### src/hw/rtl/oven_timer_controller_defines.svh
// assertion macros shared by the oven timer controller rtl
`ifndef OVEN_TIMER_CONTROLLER_DEFINES_SVH
`define OVEN_TIMER_CONTROLLER_DEFINES_SVH

`ifndef SYNTH
// same-cycle implication, checked out of reset
`define OTC_ASSERT_IMP(lbl, ante, cons) \
  lbl: assert property (@(posedge clk) disable iff (!rst_n) (ante) |-> (cons)) \
    else $error("same-cycle check failed");
// next-cycle implication, checked out of reset
`define OTC_ASSERT_NXT(lbl, ante, cons) \
  lbl: assert property (@(posedge clk) disable iff (!rst_n) (ante) |=> (cons)) \
    else $error("next-cycle check failed");
`else
`define OTC_ASSERT_IMP(lbl, ante, cons)
`define OTC_ASSERT_NXT(lbl, ante, cons)
`endif

`endif

### src/hw/rtl/otc_pkg.sv
// types and constants of the oven timer controller
`default_nettype none

package otc_pkg;

  localparam int MAX_DIGITS = 2;

  localparam int DUR_W      = 7;
  localparam int HOLD_W     = 6;
  localparam int CFG_IDX_W  = 1;
  localparam int CFG_DATA_W = 7;

  localparam logic [CFG_IDX_W-1:0] CFG_MAX_DURATION = 1'd0;
  localparam logic [CFG_IDX_W-1:0] CFG_ERROR_HOLD   = 1'd1;

  localparam logic [DUR_W-1:0]  MAX_DURATION_RST = 7'd60;
  localparam logic [HOLD_W-1:0] ERROR_HOLD_RST   = 6'd3;
  localparam logic [DUR_W-1:0]  DURATION_CAP     = 7'd99;
  localparam logic [DUR_W-1:0]  COUNT_SAT        = 7'd127;

  localparam logic [7:0] ASCII_0  = 8'h30;
  localparam logic [7:0] ASCII_9  = 8'h39;
  localparam logic [7:0] ASCII_CR = 8'h0d;
  localparam logic [7:0] ASCII_LF = 8'h0a;

  localparam logic [2:0] LAMP_GREEN  = 3'b001;
  localparam logic [2:0] LAMP_YELLOW = 3'b010;
  localparam logic [2:0] LAMP_RED    = 3'b100;

  typedef enum logic [1:0] {
    MODE_WAIT = 2'd0,
    MODE_COOK = 2'd1,
    MODE_TERR = 2'd2,
    MODE_DERR = 2'd3
  } mode_t;

  typedef enum logic [2:0] {
    MSG_NONE       = 3'd0,
    MSG_ENTER      = 3'd1,
    MSG_COOK_START = 3'd2,
    MSG_INVALID    = 3'd3,
    MSG_CLOSE_DOOR = 3'd4
  } msg_t;

  typedef struct packed {
    logic       stop_button;
    logic       door_input;
    logic       byte_valid;
    logic [7:0] rx_byte;
    logic       second_tick;
  } otc_in_t;

  typedef struct packed {
    mode_t            mode;
    logic             led_green;
    logic             led_yellow;
    logic             led_red;
    msg_t             message;
    logic [DUR_W-1:0] cook_seconds;
  } otc_out_t;

endpackage

`default_nettype wire

### src/hw/rtl/otc_chan_if.sv
// input and result channel interfaces of the oven timer controller
`default_nettype none

interface otc_in_if;
  logic       valid;
  logic       ready;
  logic       stop_button;
  logic       door_input;
  logic       byte_valid;
  logic [7:0] rx_byte;
  logic       second_tick;

  modport source (output valid, stop_button, door_input, byte_valid, rx_byte, second_tick,
                  input ready);
  modport sink   (input valid, stop_button, door_input, byte_valid, rx_byte, second_tick,
                  output ready);
endinterface

interface otc_out_if;
  logic       valid;
  logic       ready;
  logic [1:0] mode;
  logic       led_green;
  logic       led_yellow;
  logic       led_red;
  logic [2:0] message;
  logic [6:0] cook_seconds;

  modport source (output valid, mode, led_green, led_yellow, led_red, message, cook_seconds,
                  input ready);
  modport sink   (input valid, mode, led_green, led_yellow, led_red, message, cook_seconds,
                  output ready);
endinterface

`default_nettype wire

### src/hw/rtl/otc_in_reg.sv
// input register stage of the oven timer controller
`default_nettype none

module otc_in_reg (
  input  wire logic            clk,
  input  wire logic            rst_n,
  otc_in_if.sink               in_if,
  input  wire logic            adv,
  output logic                 valid_r,
  output otc_pkg::otc_in_t     data_r
);

  logic accept;

  // free slot, or the held word leaves this cycle
  assign in_if.ready = !valid_r || adv;
  assign accept      = in_if.valid && in_if.ready;

  always_ff @(posedge clk) begin
    if (!rst_n) begin
      valid_r <= 1'b0;
    end else if (accept) begin
      valid_r <= 1'b1;
    end else if (adv) begin
      valid_r <= 1'b0;
    end
  end

  always_ff @(posedge clk) begin
    if (accept) begin
      data_r.stop_button <= in_if.stop_button;
      data_r.door_input  <= in_if.door_input;
      data_r.byte_valid  <= in_if.byte_valid;
      data_r.rx_byte     <= in_if.rx_byte;
      data_r.second_tick <= in_if.second_tick;
    end
  end

endmodule

`default_nettype wire

### src/hw/rtl/otc_ctrl.sv
// mode, entry and timer state with its single-pass update
`default_nettype none

module otc_ctrl #(
  parameter int MAX_DIGITS = otc_pkg::MAX_DIGITS
) (
  input  wire logic                           clk,
  input  wire logic                           rst_n,
  input  wire logic                           cfg_we,
  input  wire logic [otc_pkg::CFG_IDX_W-1:0]  cfg_idx,
  input  wire logic [otc_pkg::CFG_DATA_W-1:0] cfg_wdata,
  input  wire logic                           step,
  input  wire otc_pkg::otc_in_t               item,
  output otc_pkg::otc_out_t                   result
);

  localparam int DCW = $clog2(MAX_DIGITS + 1);
  localparam int DW  = otc_pkg::DUR_W;

  logic [DW-1:0]              max_dur_r;
  logic [otc_pkg::HOLD_W-1:0] hold_r;

  otc_pkg::mode_t mode_r, mode_nxt;
  logic [DCW-1:0] dig_cnt_r, dig_cnt_nxt;
  logic [DW-1:0]  code_r, code_nxt;
  logic           stop_prev_r, door_prev_r;
  logic [DW-1:0]  tmr_cnt_r, tmr_cnt_nxt;
  logic [DW-1:0]  tmr_per_r, tmr_per_nxt;
  logic           tmr_run_r, tmr_run_nxt;
  logic           tmr_exp_r, tmr_exp_nxt;
  logic [2:0]     lamp_r, lamp_nxt;

  logic           stop_rise, door_rise;
  logic [DW-1:0]  cnt_inc;
  logic           is_digit, is_eol;
  logic [DW-1:0]  base;
  logic [10:0]    acc;
  logic [DW-1:0]  code_sat, code_new;
  logic [DCW-1:0] dig_cnt_inc;
  logic           done;
  logic [DW-1:0]  limit;
  otc_pkg::msg_t  msg;
  logic [DW-1:0]  cook_sec;

  // configuration registers
  always_ff @(posedge clk) begin
    if (!rst_n) begin
      max_dur_r <= otc_pkg::MAX_DURATION_RST;
      hold_r    <= otc_pkg::ERROR_HOLD_RST;
    end else if (cfg_we) begin
      case (cfg_idx)
        otc_pkg::CFG_MAX_DURATION: max_dur_r <= cfg_wdata[DW-1:0];
        otc_pkg::CFG_ERROR_HOLD:   hold_r    <= cfg_wdata[otc_pkg::HOLD_W-1:0];
        default: ;
      endcase
    end
  end

  always_ff @(posedge clk) begin
    if (!rst_n) begin
      mode_r      <= otc_pkg::MODE_WAIT;
      dig_cnt_r   <= '0;
      code_r      <= '0;
      stop_prev_r <= 1'b0;
      door_prev_r <= 1'b0;
      tmr_cnt_r   <= '0;
      tmr_per_r   <= '0;
      tmr_run_r   <= 1'b0;
      tmr_exp_r   <= 1'b0;
      lamp_r      <= otc_pkg::LAMP_GREEN;
    end else if (step) begin
      mode_r      <= mode_nxt;
      dig_cnt_r   <= dig_cnt_nxt;
      code_r      <= code_nxt;
      stop_prev_r <= item.stop_button;
      door_prev_r <= item.door_input;
      tmr_cnt_r   <= tmr_cnt_nxt;
      tmr_per_r   <= tmr_per_nxt;
      tmr_run_r   <= tmr_run_nxt;
      tmr_exp_r   <= tmr_exp_nxt;
      lamp_r      <= lamp_nxt;
    end
  end

  assign stop_rise = item.stop_button && !stop_prev_r;
  assign door_rise = item.door_input && !door_prev_r;
  assign cnt_inc   = (tmr_cnt_r != otc_pkg::COUNT_SAT) ? tmr_cnt_r + 1'b1 : tmr_cnt_r;

  assign is_digit = (item.rx_byte >= otc_pkg::ASCII_0) && (item.rx_byte <= otc_pkg::ASCII_9);
  assign is_eol   = (item.rx_byte == otc_pkg::ASCII_CR) || (item.rx_byte == otc_pkg::ASCII_LF);

  // value times ten plus the new digit, saturating at 127
  assign base     = (dig_cnt_r == '0) ? '0 : code_r;
  assign acc      = {1'b0, base, 3'b000} + {3'b000, base, 1'b0} + {7'd0, item.rx_byte[3:0]};
  assign code_sat = (acc > 11'(otc_pkg::COUNT_SAT)) ? otc_pkg::COUNT_SAT : acc[DW-1:0];
  assign code_new = (item.byte_valid && is_digit) ? code_sat : code_r;

  assign dig_cnt_inc = dig_cnt_r + 1'b1;
  assign done = item.byte_valid &&
                ((is_eol && dig_cnt_r != '0) ||
                 (is_digit && dig_cnt_inc >= DCW'(MAX_DIGITS)));

  assign limit = (max_dur_r > otc_pkg::DURATION_CAP) ? otc_pkg::DURATION_CAP : max_dur_r;

  always_comb begin
    mode_nxt    = mode_r;
    dig_cnt_nxt = dig_cnt_r;
    code_nxt    = code_r;
    tmr_cnt_nxt = tmr_cnt_r;
    tmr_per_nxt = tmr_per_r;
    tmr_run_nxt = tmr_run_r;
    tmr_exp_nxt = tmr_exp_r;
    lamp_nxt    = lamp_r;
    msg         = otc_pkg::MSG_NONE;
    cook_sec    = '0;

    // timer advances first, on the state from before this word
    if (tmr_run_r && item.second_tick) begin
      tmr_cnt_nxt = cnt_inc;
      if (cnt_inc >= tmr_per_r) begin
        tmr_exp_nxt = 1'b1;
        tmr_run_nxt = 1'b0;
      end
    end

    case (mode_r)
      otc_pkg::MODE_WAIT: begin
        if (item.byte_valid && is_digit) begin
          code_nxt    = code_sat;
          dig_cnt_nxt = dig_cnt_inc;
        end
        if (done) begin
          dig_cnt_nxt = '0;
          if (code_new != '0 && code_new <= limit) begin
            if (item.door_input) begin
              mode_nxt    = otc_pkg::MODE_COOK;
              tmr_cnt_nxt = '0;
              tmr_per_nxt = code_new;
              tmr_run_nxt = 1'b1;
              tmr_exp_nxt = 1'b0;
              lamp_nxt    = otc_pkg::LAMP_YELLOW;
              msg         = otc_pkg::MSG_COOK_START;
              cook_sec    = code_new;
            end else begin
              mode_nxt = otc_pkg::MODE_DERR;
              lamp_nxt = otc_pkg::LAMP_RED;
              msg      = otc_pkg::MSG_CLOSE_DOOR;
            end
          end else begin
            mode_nxt    = otc_pkg::MODE_TERR;
            tmr_cnt_nxt = '0;
            tmr_per_nxt = {1'b0, hold_r};
            tmr_run_nxt = 1'b1;
            tmr_exp_nxt = 1'b0;
            lamp_nxt    = otc_pkg::LAMP_RED;
            msg         = otc_pkg::MSG_INVALID;
          end
        end
      end
      otc_pkg::MODE_COOK, otc_pkg::MODE_TERR: begin
        if (tmr_exp_nxt || (mode_r == otc_pkg::MODE_COOK && (stop_rise || door_rise))) begin
          mode_nxt    = otc_pkg::MODE_WAIT;
          dig_cnt_nxt = '0;
          code_nxt    = '0;
          tmr_cnt_nxt = '0;
          tmr_run_nxt = 1'b0;
          tmr_exp_nxt = 1'b0;
          lamp_nxt    = otc_pkg::LAMP_GREEN;
          msg         = otc_pkg::MSG_ENTER;
        end
      end
      otc_pkg::MODE_DERR: begin
        if (door_rise) begin
          mode_nxt    = otc_pkg::MODE_COOK;
          tmr_cnt_nxt = '0;
          tmr_per_nxt = code_r;
          tmr_run_nxt = 1'b1;
          tmr_exp_nxt = 1'b0;
          lamp_nxt    = otc_pkg::LAMP_YELLOW;
          msg         = otc_pkg::MSG_COOK_START;
          cook_sec    = code_r;
        end
      end
      default: ;
    endcase
  end

  always_comb begin
    result.mode         = mode_nxt;
    result.led_green    = (lamp_nxt & otc_pkg::LAMP_GREEN) != 3'b000;
    result.led_yellow   = (lamp_nxt & otc_pkg::LAMP_YELLOW) != 3'b000;
    result.led_red      = (lamp_nxt & otc_pkg::LAMP_RED) != 3'b000;
    result.message      = msg;
    result.cook_seconds = cook_sec;
  end

endmodule

`default_nettype wire

### src/hw/rtl/otc_out_reg.sv
// result register stage of the oven timer controller
`default_nettype none

module otc_out_reg (
  input  wire logic              clk,
  input  wire logic              rst_n,
  input  wire logic              load,
  input  wire otc_pkg::otc_out_t data,
  output logic                   can_take,
  output logic                   valid_r,
  otc_out_if.source              out_if
);

  otc_pkg::otc_out_t data_r;

  // empty, or the held word is taken this cycle
  assign can_take = !valid_r || out_if.ready;

  always_ff @(posedge clk) begin
    if (!rst_n) begin
      valid_r <= 1'b0;
    end else if (load) begin
      valid_r <= 1'b1;
    end else if (out_if.ready) begin
      valid_r <= 1'b0;
    end
  end

  always_ff @(posedge clk) begin
    if (load) begin
      data_r <= data;
    end
  end

  assign out_if.valid        = valid_r;
  assign out_if.mode         = 2'(data_r.mode);
  assign out_if.led_green    = data_r.led_green;
  assign out_if.led_yellow   = data_r.led_yellow;
  assign out_if.led_red      = data_r.led_red;
  assign out_if.message      = 3'(data_r.message);
  assign out_if.cook_seconds = data_r.cook_seconds;

endmodule

`default_nettype wire

### src/hw/rtl/oven_timer_controller.sv
// oven timer controller top level
//
// in_if carries one sampled word per handshake: button and door levels, an
// optional received byte and a one-second tick. out_if returns exactly one
// word per input word: mode, the three lamps, a message code and the cook
// duration that goes with the cooking-started message.
// cfg_we with cfg_idx writes max_duration (0) or error_hold_seconds (1);
// write only while no word is in flight.
// a word accepted into the input register is updated into the result register
// when it advances, and its result is then offered on out_if.
// throughput: one word per cycle while out_if does not stall, set by the single
// update pass between the input register and the result register.
// when out_if stalls the result register holds, the input register still
// takes one more word, then in_if.ready drops until the result is taken.
// synchronous reset: mode waiting, green lamp, no digits, timer stopped,
// both stored levels low, registers back to 60 and 3 seconds; both
// stages come out of reset empty.
`default_nettype none

`include "oven_timer_controller_defines.svh"

module oven_timer_controller #(
  parameter int MAX_DIGITS = otc_pkg::MAX_DIGITS
) (
  input  wire logic                           clk,
  input  wire logic                           rst_n,
  otc_in_if.sink                              in_if,
  otc_out_if.source                           out_if,
  input  wire logic                           cfg_we,
  input  wire logic [otc_pkg::CFG_IDX_W-1:0]  cfg_idx,
  input  wire logic [otc_pkg::CFG_DATA_W-1:0] cfg_wdata
);

  logic              in_valid_r;   // input register holds a word
  otc_pkg::otc_in_t  in_data_r;
  logic              out_can_take; // result register can load this cycle
  logic              out_valid_r;
  logic              adv;          // word moves from input to result register
  otc_pkg::otc_out_t result;

  assign adv = in_valid_r && out_can_take;

  otc_in_reg u_in_reg (
    .clk     (clk),
    .rst_n   (rst_n),
    .in_if   (in_if),
    .adv     (adv),
    .valid_r (in_valid_r),
    .data_r  (in_data_r)
  );

  // mode, entry and timer state only change when a word passes through
  otc_ctrl #(
    .MAX_DIGITS (MAX_DIGITS)
  ) u_ctrl (
    .clk       (clk),
    .rst_n     (rst_n),
    .cfg_we    (cfg_we),
    .cfg_idx   (cfg_idx),
    .cfg_wdata (cfg_wdata),
    .step      (adv),
    .item      (in_data_r),
    .result    (result)
  );

  otc_out_reg u_out_reg (
    .clk      (clk),
    .rst_n    (rst_n),
    .load     (adv),
    .data     (result),
    .can_take (out_can_take),
    .valid_r  (out_valid_r),
    .out_if   (out_if)
  );

  // exactly one lamp lit in every result
  `OTC_ASSERT_IMP(a_one_lamp, out_valid_r,
                  $onehot({out_if.led_green, out_if.led_yellow, out_if.led_red}))
  // cooking-started carries a nonzero duration and cooking mode
  `OTC_ASSERT_IMP(a_cook_msg, out_valid_r && out_if.message == otc_pkg::MSG_COOK_START,
                  out_if.mode == otc_pkg::MODE_COOK && out_if.cook_seconds != 7'd0)
  // both stages full and stalled means no new word
  `OTC_ASSERT_IMP(a_full_stall, in_valid_r && out_valid_r && !out_if.ready, !in_if.ready)
  // a word that advances shows up as a result
  `OTC_ASSERT_NXT(a_adv_out, adv, out_valid_r)

endmodule

`default_nettype wire
### src/flat_wrapper.sv
// flat-port wrapper written by rule: the top's interface ports become plain ports
module oven_timer_controller_flat 
#(
  parameter int MAX_DIGITS = otc_pkg::MAX_DIGITS
)
  (clk, rst_n, cfg_we, cfg_idx, cfg_wdata, in_if_valid, in_if_stop_button, in_if_door_input, in_if_byte_valid, in_if_rx_byte, in_if_second_tick, in_if_ready, out_if_valid, out_if_mode, out_if_led_green, out_if_led_yellow, out_if_led_red, out_if_message, out_if_cook_seconds, out_if_ready);
  otc_in_if in_if_i ();
  otc_out_if out_if_i ();
  input  wire logic clk;
  input  wire logic rst_n;
  input  wire logic cfg_we;
  input  wire logic [otc_pkg::CFG_IDX_W-1:0] cfg_idx;
  input  wire logic [otc_pkg::CFG_DATA_W-1:0] cfg_wdata;
  input wire logic [$bits(in_if_i.valid)-1:0] in_if_valid;
  input wire logic [$bits(in_if_i.stop_button)-1:0] in_if_stop_button;
  input wire logic [$bits(in_if_i.door_input)-1:0] in_if_door_input;
  input wire logic [$bits(in_if_i.byte_valid)-1:0] in_if_byte_valid;
  input wire logic [$bits(in_if_i.rx_byte)-1:0] in_if_rx_byte;
  input wire logic [$bits(in_if_i.second_tick)-1:0] in_if_second_tick;
  output wire logic [$bits(in_if_i.ready)-1:0] in_if_ready;
  output wire logic [$bits(out_if_i.valid)-1:0] out_if_valid;
  output wire logic [$bits(out_if_i.mode)-1:0] out_if_mode;
  output wire logic [$bits(out_if_i.led_green)-1:0] out_if_led_green;
  output wire logic [$bits(out_if_i.led_yellow)-1:0] out_if_led_yellow;
  output wire logic [$bits(out_if_i.led_red)-1:0] out_if_led_red;
  output wire logic [$bits(out_if_i.message)-1:0] out_if_message;
  output wire logic [$bits(out_if_i.cook_seconds)-1:0] out_if_cook_seconds;
  input wire logic [$bits(out_if_i.ready)-1:0] out_if_ready;
  assign in_if_i.valid = in_if_valid;
  assign in_if_i.stop_button = in_if_stop_button;
  assign in_if_i.door_input = in_if_door_input;
  assign in_if_i.byte_valid = in_if_byte_valid;
  assign in_if_i.rx_byte = in_if_rx_byte;
  assign in_if_i.second_tick = in_if_second_tick;
  assign in_if_ready = in_if_i.ready;
  assign out_if_valid = out_if_i.valid;
  assign out_if_mode = out_if_i.mode;
  assign out_if_led_green = out_if_i.led_green;
  assign out_if_led_yellow = out_if_i.led_yellow;
  assign out_if_led_red = out_if_i.led_red;
  assign out_if_message = out_if_i.message;
  assign out_if_cook_seconds = out_if_i.cook_seconds;
  assign out_if_i.ready = out_if_ready;
  oven_timer_controller #(.MAX_DIGITS(MAX_DIGITS)) u_core (.clk(clk), .rst_n(rst_n), .in_if(in_if_i), .out_if(out_if_i), .cfg_we(cfg_we), .cfg_idx(cfg_idx), .cfg_wdata(cfg_wdata));
endmodule
### config.mk
export PLATFORM = sky130hd
export DESIGN_NAME = oven_timer_controller_flat
export DESIGN_NICKNAME = d
export VERILOG_FILES = /design/src/hw/rtl/otc_pkg.sv /design/src/hw/rtl/otc_chan_if.sv /design/src/hw/rtl/otc_in_reg.sv /design/src/hw/rtl/otc_ctrl.sv /design/src/hw/rtl/otc_out_reg.sv /design/src/hw/rtl/oven_timer_controller.sv /design/src/flat_wrapper.sv
export VERILOG_INCLUDE_DIRS = /design/src /design/src/hw/rtl
export SDC_FILE = /design/constraint.sdc
export NUM_CORES = 1
export LEC_CHECK = 0
export BUFFER_PORTS_ARGS = -buffer_cell sky130_fd_sc_hd__buf_2
export CAP_MARGIN = 20
export CORE_MARGIN = 5
export CORE_UTILIZATION = 40
export CTS_CLUSTER_SIZE = 8
export DETAILED_ROUTE_END_ITERATION = 16
export PLACE_DENSITY = 0.67
export SETUP_SLACK_MARGIN = 0.5
export SYNTH_ARGS = -nofsm -noshare
export SYNTH_HDL_FRONTEND = slang
export SYNTH_SLANG_ARGS = --single-unit
### constraint.sdc
create_clock -name clk -period 4.9 [get_ports clk]
set_input_delay 0.98 -clock clk [delete_from_list [all_inputs] [get_ports clk]]
set_output_delay 0.98 -clock clk [all_outputs]
set_load 0.1 [all_outputs]
==> out/qor.csv, run 1 <==
metric;value;unit
status;complete, but fails checks;
failing_checks;setup timing;
maxCapViolCount;0;
utilization;51.8;%
grt.overflow.total;0;
family_of_cells_with_the_greatest_summed_delay_on_the_critical_path;compound AO/OA/AOI/OAI gates;
tightestPinTransition;0.965;ns
drv_slew;0;
detailed_route_wire_length;12400;um
syn_avg_cell_area;8.67;um2
ys_seq_area_share;39.9;%
ir_worst_vdd;0.137;mV
hold_depth;2;
wire_length_of_the_first_global_routing_pass;19500;um
synth_enable_flop_cells;27;
synth_adder_area_share;8.72;%
tritoncts;built;
netlist_area;4390;um2
startpoint_type;flip-flop;
ys_warn_count;0;
grt_busiest_layer;met2;
netlist-cell-type-count;60;
fp.dieW;115;um
yosys.area.top_type_share;21.4;%
clock.fmax;201;MHz
clock_latency_of_the_later_clocked_register_in_the_worst_skew_pair;0.37;ns
timing.hold.worst.class;reg2reg;
numClockSinks;74;
category_of_the_worst_setup_path_capture_point;flip-flop;
cts_root_buffer;sky130_fd_sc_hd__clkbuf_8;
io-pin-count;42;
final_layout_size_suffix_gt1_share;29.0;%
grt.met2_usage;29.7;%
synthXorXnorAreaFrac;2.19;%
crit_path_cell_count;21;
synth_top_family_by_area;compound AO/OA/AOI/OAI gates;
postSynthNetCount;561;
power_leakage;2.30;nW
timing.critical_path.cells;inv_2 > ha_4 > buf_4 > nor2b_4 > ha_1 > ha_1 > and3_1 > a221o_1 > a21o_1 > or3_1 > o21ai_2 > inv_2 > ha_4 > and3_4 > and4_4 > mux2i_4 > a211oi_2 > or4b_4 > a211o_4 > a21o_4 > o32ai_2;
setup-violations-final;8;
fp-row-count;38;
viasPerCell;5.73;
synth.ff_latch_count;74;
drc;0;
layout-area-overhead-vs-synth;27.3;%
initial_utilization;40.7;%
power_density;246;nW/um2
antenna_found_initial;0;
count_of_nets_left_with_antenna_violations_after_detail_routing;0;
grt_max_degree;29;
port_buffers;41;
setup.worst_path.class;reg2reg;
route.vias.total;4177;
grt_use_met1;24.1;%
ys_async_sr_fraction;0;%
dpl.hpwl;8460;um
ys_top_cells_by_count;sky130_fd_sc_hd__nand2_1 (70), sky130_fd_sc_hd__dfxtp_1 (47), sky130_fd_sc_hd__a21oi_1 (42);
mean_routed_wirelength_per_cell;17.1;um
crit_required;5.19;ns
synth_simple_gate_area_share;20.9;%
clkTransAtPathRegs;0.08;ns
synth_compound_gate_area_share;22.9;%
design.core.area;10800;um2
postCtsHoldBufs;0;
synthFlopType;sky130_fd_sc_hd__dfxtp_1;
nets;639;
skew;0.00988;ns
final.period_utilization;102;%
setup_repair_after_global_routing_missed_its_margin;true;
last_weighted_congestion_value_of_the_routability_driven_placer;0.928;
crit_path_max_incr_delay;0.54;ns
detailedRoute.firstIterationViolations;305;
synth.area.top_cells;sky130_fd_sc_hd__dfxtp_1 (21%), sky130_fd_sc_hd__edfxtp_1 (18%), sky130_fd_sc_hd__ha_1 (8.3%), sky130_fd_sc_hd__nand2_1 (6.0%), sky130_fd_sc_hd__a21oi_1 (4.8%);
place_worst_setup_slack;-0.184;ns
fin_crit;4.98;ns
number_of_global_route_vias_before_repair;4043;
dieHeight;115;um
reg2regPathDepth;21;
number_of_buffer_and_inverter_instances_along_the_worst_setup_path;3;
timing.final.hold_violations;0;
clock_tree_buffer_depth;2;
multiplexer_share_of_the_synthesized_area;0.684;%
finalWorstSetupSlack;-0.0836;ns
dr.pass1.iters;7;
maxSlewHeadroom;35.6;%
synthesized_instance_count;506;
hold-worst-slack;0.456;ns
cp.arrival;5.27;ns
grt_util_met3;4.05;%
grtUsageTotal;18.6;%
critical_path.max_fanout;6;
cts_max_level;3;
yosysMostFrequentCell;sky130_fd_sc_hd__nand2_1;
insertedDiodeCount;0;
top_cell_type_by_total_area_after_synthesis;sky130_fd_sc_hd__dfxtp_1;
critical_path.slowest_cell;sky130_fd_sc_hd__or4b_4;
die_area;13200;um2
setup-tns-final;-0.454;ns
cts_inserted_buffers;9;
fillers;977;
power.total;0.00137;W
[through the flow]
stage,instance area (um2),std cells
after floorplan,4460,506
after global placement,4890,683
after detailed placement,4890,683
after CTS,5340,721
after global routing,5590,729
final,5590,729
[cell families after synthesis]
logic type,after synthesis
simple gates,189
compound gates,146
flops,74
buf+inv,53
fa+ha+maj,30
xor+xnor,11
mux,3
[placed cells by master, fill, tap and decap left out, drive strengths merged, types with 7 or more instances in the layout]
cell type,Yosys,routed
o32ai,7,7
nor2b,9,9
dfxtp,47,47
ha,29,29
nand2b,9,9
inv,30,30
a21o,13,13
nand2,71,71
nor3,8,8
and2,12,12
a21oi,43,43
nor2,30,30
edfxtp,27,27
buf,3,89
and3,7,7
clkbuf,19,13
nand3,23,23
o21ai,25,25
xnor2,9,9
[per-layer routing]
metal | routed length [um] | vias up
met3 | 958 | 45
li1 | - | 1998
met2 | 5670 | 173
met4 | 383 | 0
met1 | 5420 | 1961
met5 | 0 | -
[power breakdown]
group	switching, W	internal, W	total [W]
registers	0.0000171	0.000660	0.000677
clock network	0.000238	0.000265	0.000503
logic	0.000133	0.0000619	0.000195
[flip-flops by register name, summed over array words and instances (netlist names), 2 cells and up]
| signal | cells |
|---|---|
| u_core.u_ctrl.tmr_cnt_r | 7 |
| u_core.u_ctrl.max_dur_r | 7 |
| u_core.u_out_reg.out_if.message | 3 |
| u_core.u_ctrl.hold_r | 6 |
| u_core.u_in_reg.data_r | 12 |
| u_core.u_ctrl.tmr_per_r | 7 |
| u_core.u_ctrl.lamp_r | 3 |
| u_core.u_out_reg.out_if.cook_seconds | 7 |
| u_core.u_ctrl.mode_r | 2 |
| u_core.u_ctrl.code_r | 7 |
| u_core.u_out_reg.out_if.mode | 2 |
| u_core.u_ctrl.dig_cnt_r | 2 |
[path summary, 6_finish.rpt]
| check | from | endpoint | slack, ns |
|---|---|---|---|
| worst min-delay path | u_core.u_ctrl.max_dur_r[0] | u_core.u_ctrl.max_dur_r[0] | 0.46 |
| worst min register to register | u_core.u_ctrl.max_dur_r[0] | u_core.u_ctrl.max_dur_r[0] | 0.46 |
| worst max-delay path | u_core.u_ctrl.dig_cnt_r[0] | u_core.u_ctrl.tmr_per_r[1] | -0.08 |
| worst max register to register | u_core.u_ctrl.dig_cnt_r[0] | u_core.u_ctrl.tmr_per_r[1] | -0.08 |
[worst min-delay path: cells and delay by family, from the launching register on]
family             cells  cell delay (ns)
DFF                    1             0.31
AOI/OAI and AO/OA      1             0.05
and+or+nand+nor        1             0.05
[repair_timing]
action	CTS	global route
hold endpoints to repair	0	0
pin swaps	19	21
setup endpoints to repair	34	40
gates resized for setup	14	35
gates cloned	0	0
buffers inserted	22	8
[cell type report]
type                            instances  area (um2)  area share (%)
Clock buffer                           13         159            2.84
Clock inverter                          3        47.5           0.851
Inverter                               31         116            2.08
Multi-Input combinational cell        379        2760            49.4
Sequential cell                        74        1750            31.4
Tap cell                              140         175            3.14
Timing Repair Buffer                   89         573            10.3
(Power assumes the default switching activity.)
==> inputs of run 2 (changes only) <==
Settings changed: TNS_END_PERCENT set to 50.
==> out/qor.csv, run 2 (same netlist as run 1, synthesis figures left out) <==
metric;value;unit;change
finalWorstSetupSlack;-0.194;ns;was -0.0836 ns
pwr-share-clk;36.1;%;was 36.6%
setup-tns-final;-2.36;ns;was -0.454 ns
tightestPinTransition;0.945;ns;was 0.965 ns
dieHeight;115;um;unchanged
worstHoldEndpoint;u_core.u_ctrl.stop_prev_r;;was u_core.u_ctrl.max_dur_r[0]
clock_tree_buffer_depth;2;;unchanged
clkTransAtPathRegs;0.09;ns;was 0.08 ns
antenna_found_initial;0;;unchanged
insertedDiodeCount;0;;unchanged
grt_max_degree;29;;unchanged
top_register;u_core.u_in_reg.data_r;;unchanged
power_leakage;2.42;nW;was 2.30 nW
pwr-share-comb;14.9;%;was 14.2%
largest_reg_flops;12;;unchanged
reg2reg_setup_slack;-0.19;ns;was -0.08 ns
crit_required;5.20;ns;was 5.19 ns
setup_repair_after_global_routing_missed_its_margin;true;;unchanged
numClockSinks;74;;unchanged
grtUsageTotal;19.6;%;was 18.6%
number_of_global_route_vias_before_repair;4176;;was 4043
final_layout_size_suffix_gt1_share;33.5;%;was 29.0%
timing.final.hold_violations;0;;unchanged
clock_latency_of_the_later_clocked_register_in_the_worst_skew_pair;0.37;ns;about the same
tritoncts;built;;unchanged
seq_area;1750;um2;unchanged
cts_inserted_buffers;9;;unchanged
last_weighted_congestion_value_of_the_routability_driven_placer;0.930;;was 0.928
sw_frac_of_total;29.2;%;was 28.2%
skew;0.0139;ns;was 0.00988 ns
internal_power;0.000978;W;was 0.000987 W
maxSlewHeadroom;36.9;%;was 35.6%
multi_input_comb_area;2870;um2;was 2760 um2
fin_crit;5.09;ns;was 4.98 ns
detailedRoute.firstIterationViolations;371;;was 305
io-pin-count;42;;unchanged
power_density;236;nW/um2;was 246 nW/um2
drv_slew;0;;unchanged
cts_max_level;3;;unchanged
cp.arrival;5.39;ns;was 5.27 ns
critical_path.max_fanout;6;;unchanged
wire_length_of_the_first_global_routing_pass;20500;um;was 19500 um
port_buffers;41;;unchanged
drc;0;;unchanged
rr_startpoint;u_core.u_ctrl.dig_cnt_r[0];;unchanged
design.core.area;10800;um2;unchanged
place_worst_setup_slack;-0.176;ns;was -0.184 ns
viasPerCell;5.76;;was 5.73
grt_util_met3;3.84;%;was 4.05%
die_area;13200;um2;unchanged
maxCapViolCount;0;;unchanged
hold_path_startpoint;u_core.u_ctrl.stop_prev_r;;was u_core.u_ctrl.max_dur_r[0]
grt_busiest_layer;met2;;unchanged
grt.overflow.total;0;;unchanged
net-switching-power;0.000403;W;was 0.000388 W
grt.met2_usage;30.7;%;was 29.7%
failing_checks;setup timing;;unchanged
mean_routed_wirelength_per_cell;17.6;um;was 17.1 um
layout-area-overhead-vs-synth;33.6;%;was 27.3%
fp.dieW;115;um;unchanged
worst_r2r_endpoint;u_core.u_ctrl.tmr_per_r[4];;was u_core.u_ctrl.tmr_per_r[1]
layout.cells.most_common_list;sky130_fd_sc_hd__nand2_1 (67), sky130_fd_sc_hd__buf_4 (64), sky130_fd_sc_hd__dfxtp_1 (45);;was sky130_fd_sc_hd__nand2_1 (67), sky130_fd_sc_hd__buf_4 (46), sky130_fd_sc_hd__dfxtp_1 (45)
detailed_route_wire_length;13200;um;was 12400 um
route.vias.total;4313;;was 4177
clock.fmax;196;MHz;was 201 MHz
fp-row-count;38;;unchanged
dpl.hpwl;8520;um;was 8460 um
grt_use_met1;25.4;%;was 24.1%
fillers;912;;was 977
power.total;0.00138;W;was 0.00137 W
initial_utilization;40.7;%;unchanged
count_of_nets_left_with_antenna_violations_after_detail_routing;0;;unchanged
category_of_the_worst_setup_path_capture_point;flip-flop;;unchanged
startpoint_type;flip-flop;;unchanged
power_frac_seq;49.0;%;was 49.2%
dr.pass1.iters;6;;was 7
final.period_utilization;104;%;was 102%
postCtsHoldBufs;0;;unchanged
ir_worst_vdd;0.129;mV;was 0.137 mV
hold_depth;2;;unchanged
setup-violations-final;20;;was 8
reg2regPathDepth;22;;was 21
status;complete, but fails checks;;unchanged
timing.hold.worst.class;reg2reg;;unchanged
nets;659;;was 639
setup.worst_path.class;reg2reg;;unchanged
commonest_non_fill_non_tap_cell_in_the_layout;sky130_fd_sc_hd__nand2_1;;unchanged
cts_root_buffer;sky130_fd_sc_hd__clkbuf_8;;unchanged
-- run 2: through the flow --
step           cell area (um2)  std cells  hold slack (ns)  util (%)
4_1_cts                   5530        737            0.460      51.2
3_3_place_gp              4890        683            0.442      45.3
3_5_place_dp              4890        683            0.448      45.3
5_1_grt                   5860        749            0.470      54.3
6_report                  5860        749            0.458      54.3
2_1_floorplan             4460        506            0.431         -
-- run 2: worst max path at each step --
stage / start / to / slack [ns] / depth (start not counted)
6_report: u_core.u_ctrl.dig_cnt_r[0] / u_core.u_ctrl.tmr_per_r[4] / -0.19 / 22
5_1_grt: u_core.u_ctrl.dig_cnt_r[0] / u_core.u_ctrl.tmr_per_r[0] / -0.32 / 22
4_1_cts: u_core.u_ctrl.dig_cnt_r[0] / u_core.u_out_reg.out_if.cook_seconds[2] / 0.07 / 21
3_5_place_dp: u_core.u_ctrl.dig_cnt_r[0] / u_core.u_ctrl.tmr_per_r[1] / -0.18 / 21
3_3_place_gp: u_core.u_ctrl.dig_cnt_r[0] / u_core.u_ctrl.tmr_per_r[0] / 0.08 / 21
2_1_floorplan: u_core.u_ctrl.dig_cnt_r[0] / u_core.u_out_reg.out_if.message[1] / 0.10 / 22
-- run 2: cell type report --
cell class	count	area share, %
clock buffer	11	2.97
tap	140	2.99
multi-input combinational	379	48.9
clock inverter	5	0.662
inverter	31	1.98
sequential	74	29.9
timing repair buffer	109	12.6
-- run 2: power groups by stage --
stage	combinational [W]	sequential (W)	clock, W
final	0.000206	0.000677	0.000498
after global routing	0.000221	0.000680	0.000533
after CTS	0.000190	0.000676	0.000507
after detailed placement	0.000179	0.000690	0
after global placement	0.000177	0.000689	0
after floorplan	0.0000986	0.000723	0
-- run 2: routing by layer --
metal / wire [um] / share of wire, %
met5: 0 / 0
met2: 6020 / 46
met4: 643 / 4.9
met3: 1040 / 7.9
met1: 5480 / 42
-- run 2: worst max-delay path, cell delays in order, from the launching register on --
cell	delay, ns
sky130_fd_sc_hd__dfxtp_2	0.33
sky130_fd_sc_hd__inv_2	0.05
sky130_fd_sc_hd__ha_4	0.19
sky130_fd_sc_hd__buf_6	0.13
sky130_fd_sc_hd__nor2_4	0.09
sky130_fd_sc_hd__ha_4	0.22
sky130_fd_sc_hd__ha_1	0.29
sky130_fd_sc_hd__a21o_1	0.23
sky130_fd_sc_hd__a221o_1	0.40
sky130_fd_sc_hd__a21o_1	0.23
sky130_fd_sc_hd__or3_4	0.36
sky130_fd_sc_hd__o21ai_4	0.09
sky130_fd_sc_hd__inv_2	0.08
sky130_fd_sc_hd__ha_4	0.27
sky130_fd_sc_hd__and3_4	0.18
sky130_fd_sc_hd__nand2_1	0.08
sky130_fd_sc_hd__nor2_2	0.15
sky130_fd_sc_hd__mux2i_4	0.10
sky130_fd_sc_hd__a211oi_2	0.20
sky130_fd_sc_hd__or4b_4	0.55
sky130_fd_sc_hd__a211o_4	0.39
sky130_fd_sc_hd__a21o_4	0.27
sky130_fd_sc_hd__o32ai_2	0.12
-- run 2: repair_timing --
item	CTS	global route
pin swaps	12	22
endpoints found under the hold margin	0	0
setup endpoints to repair	34	40
buffers inserted	38	12
resized for setup	23	45
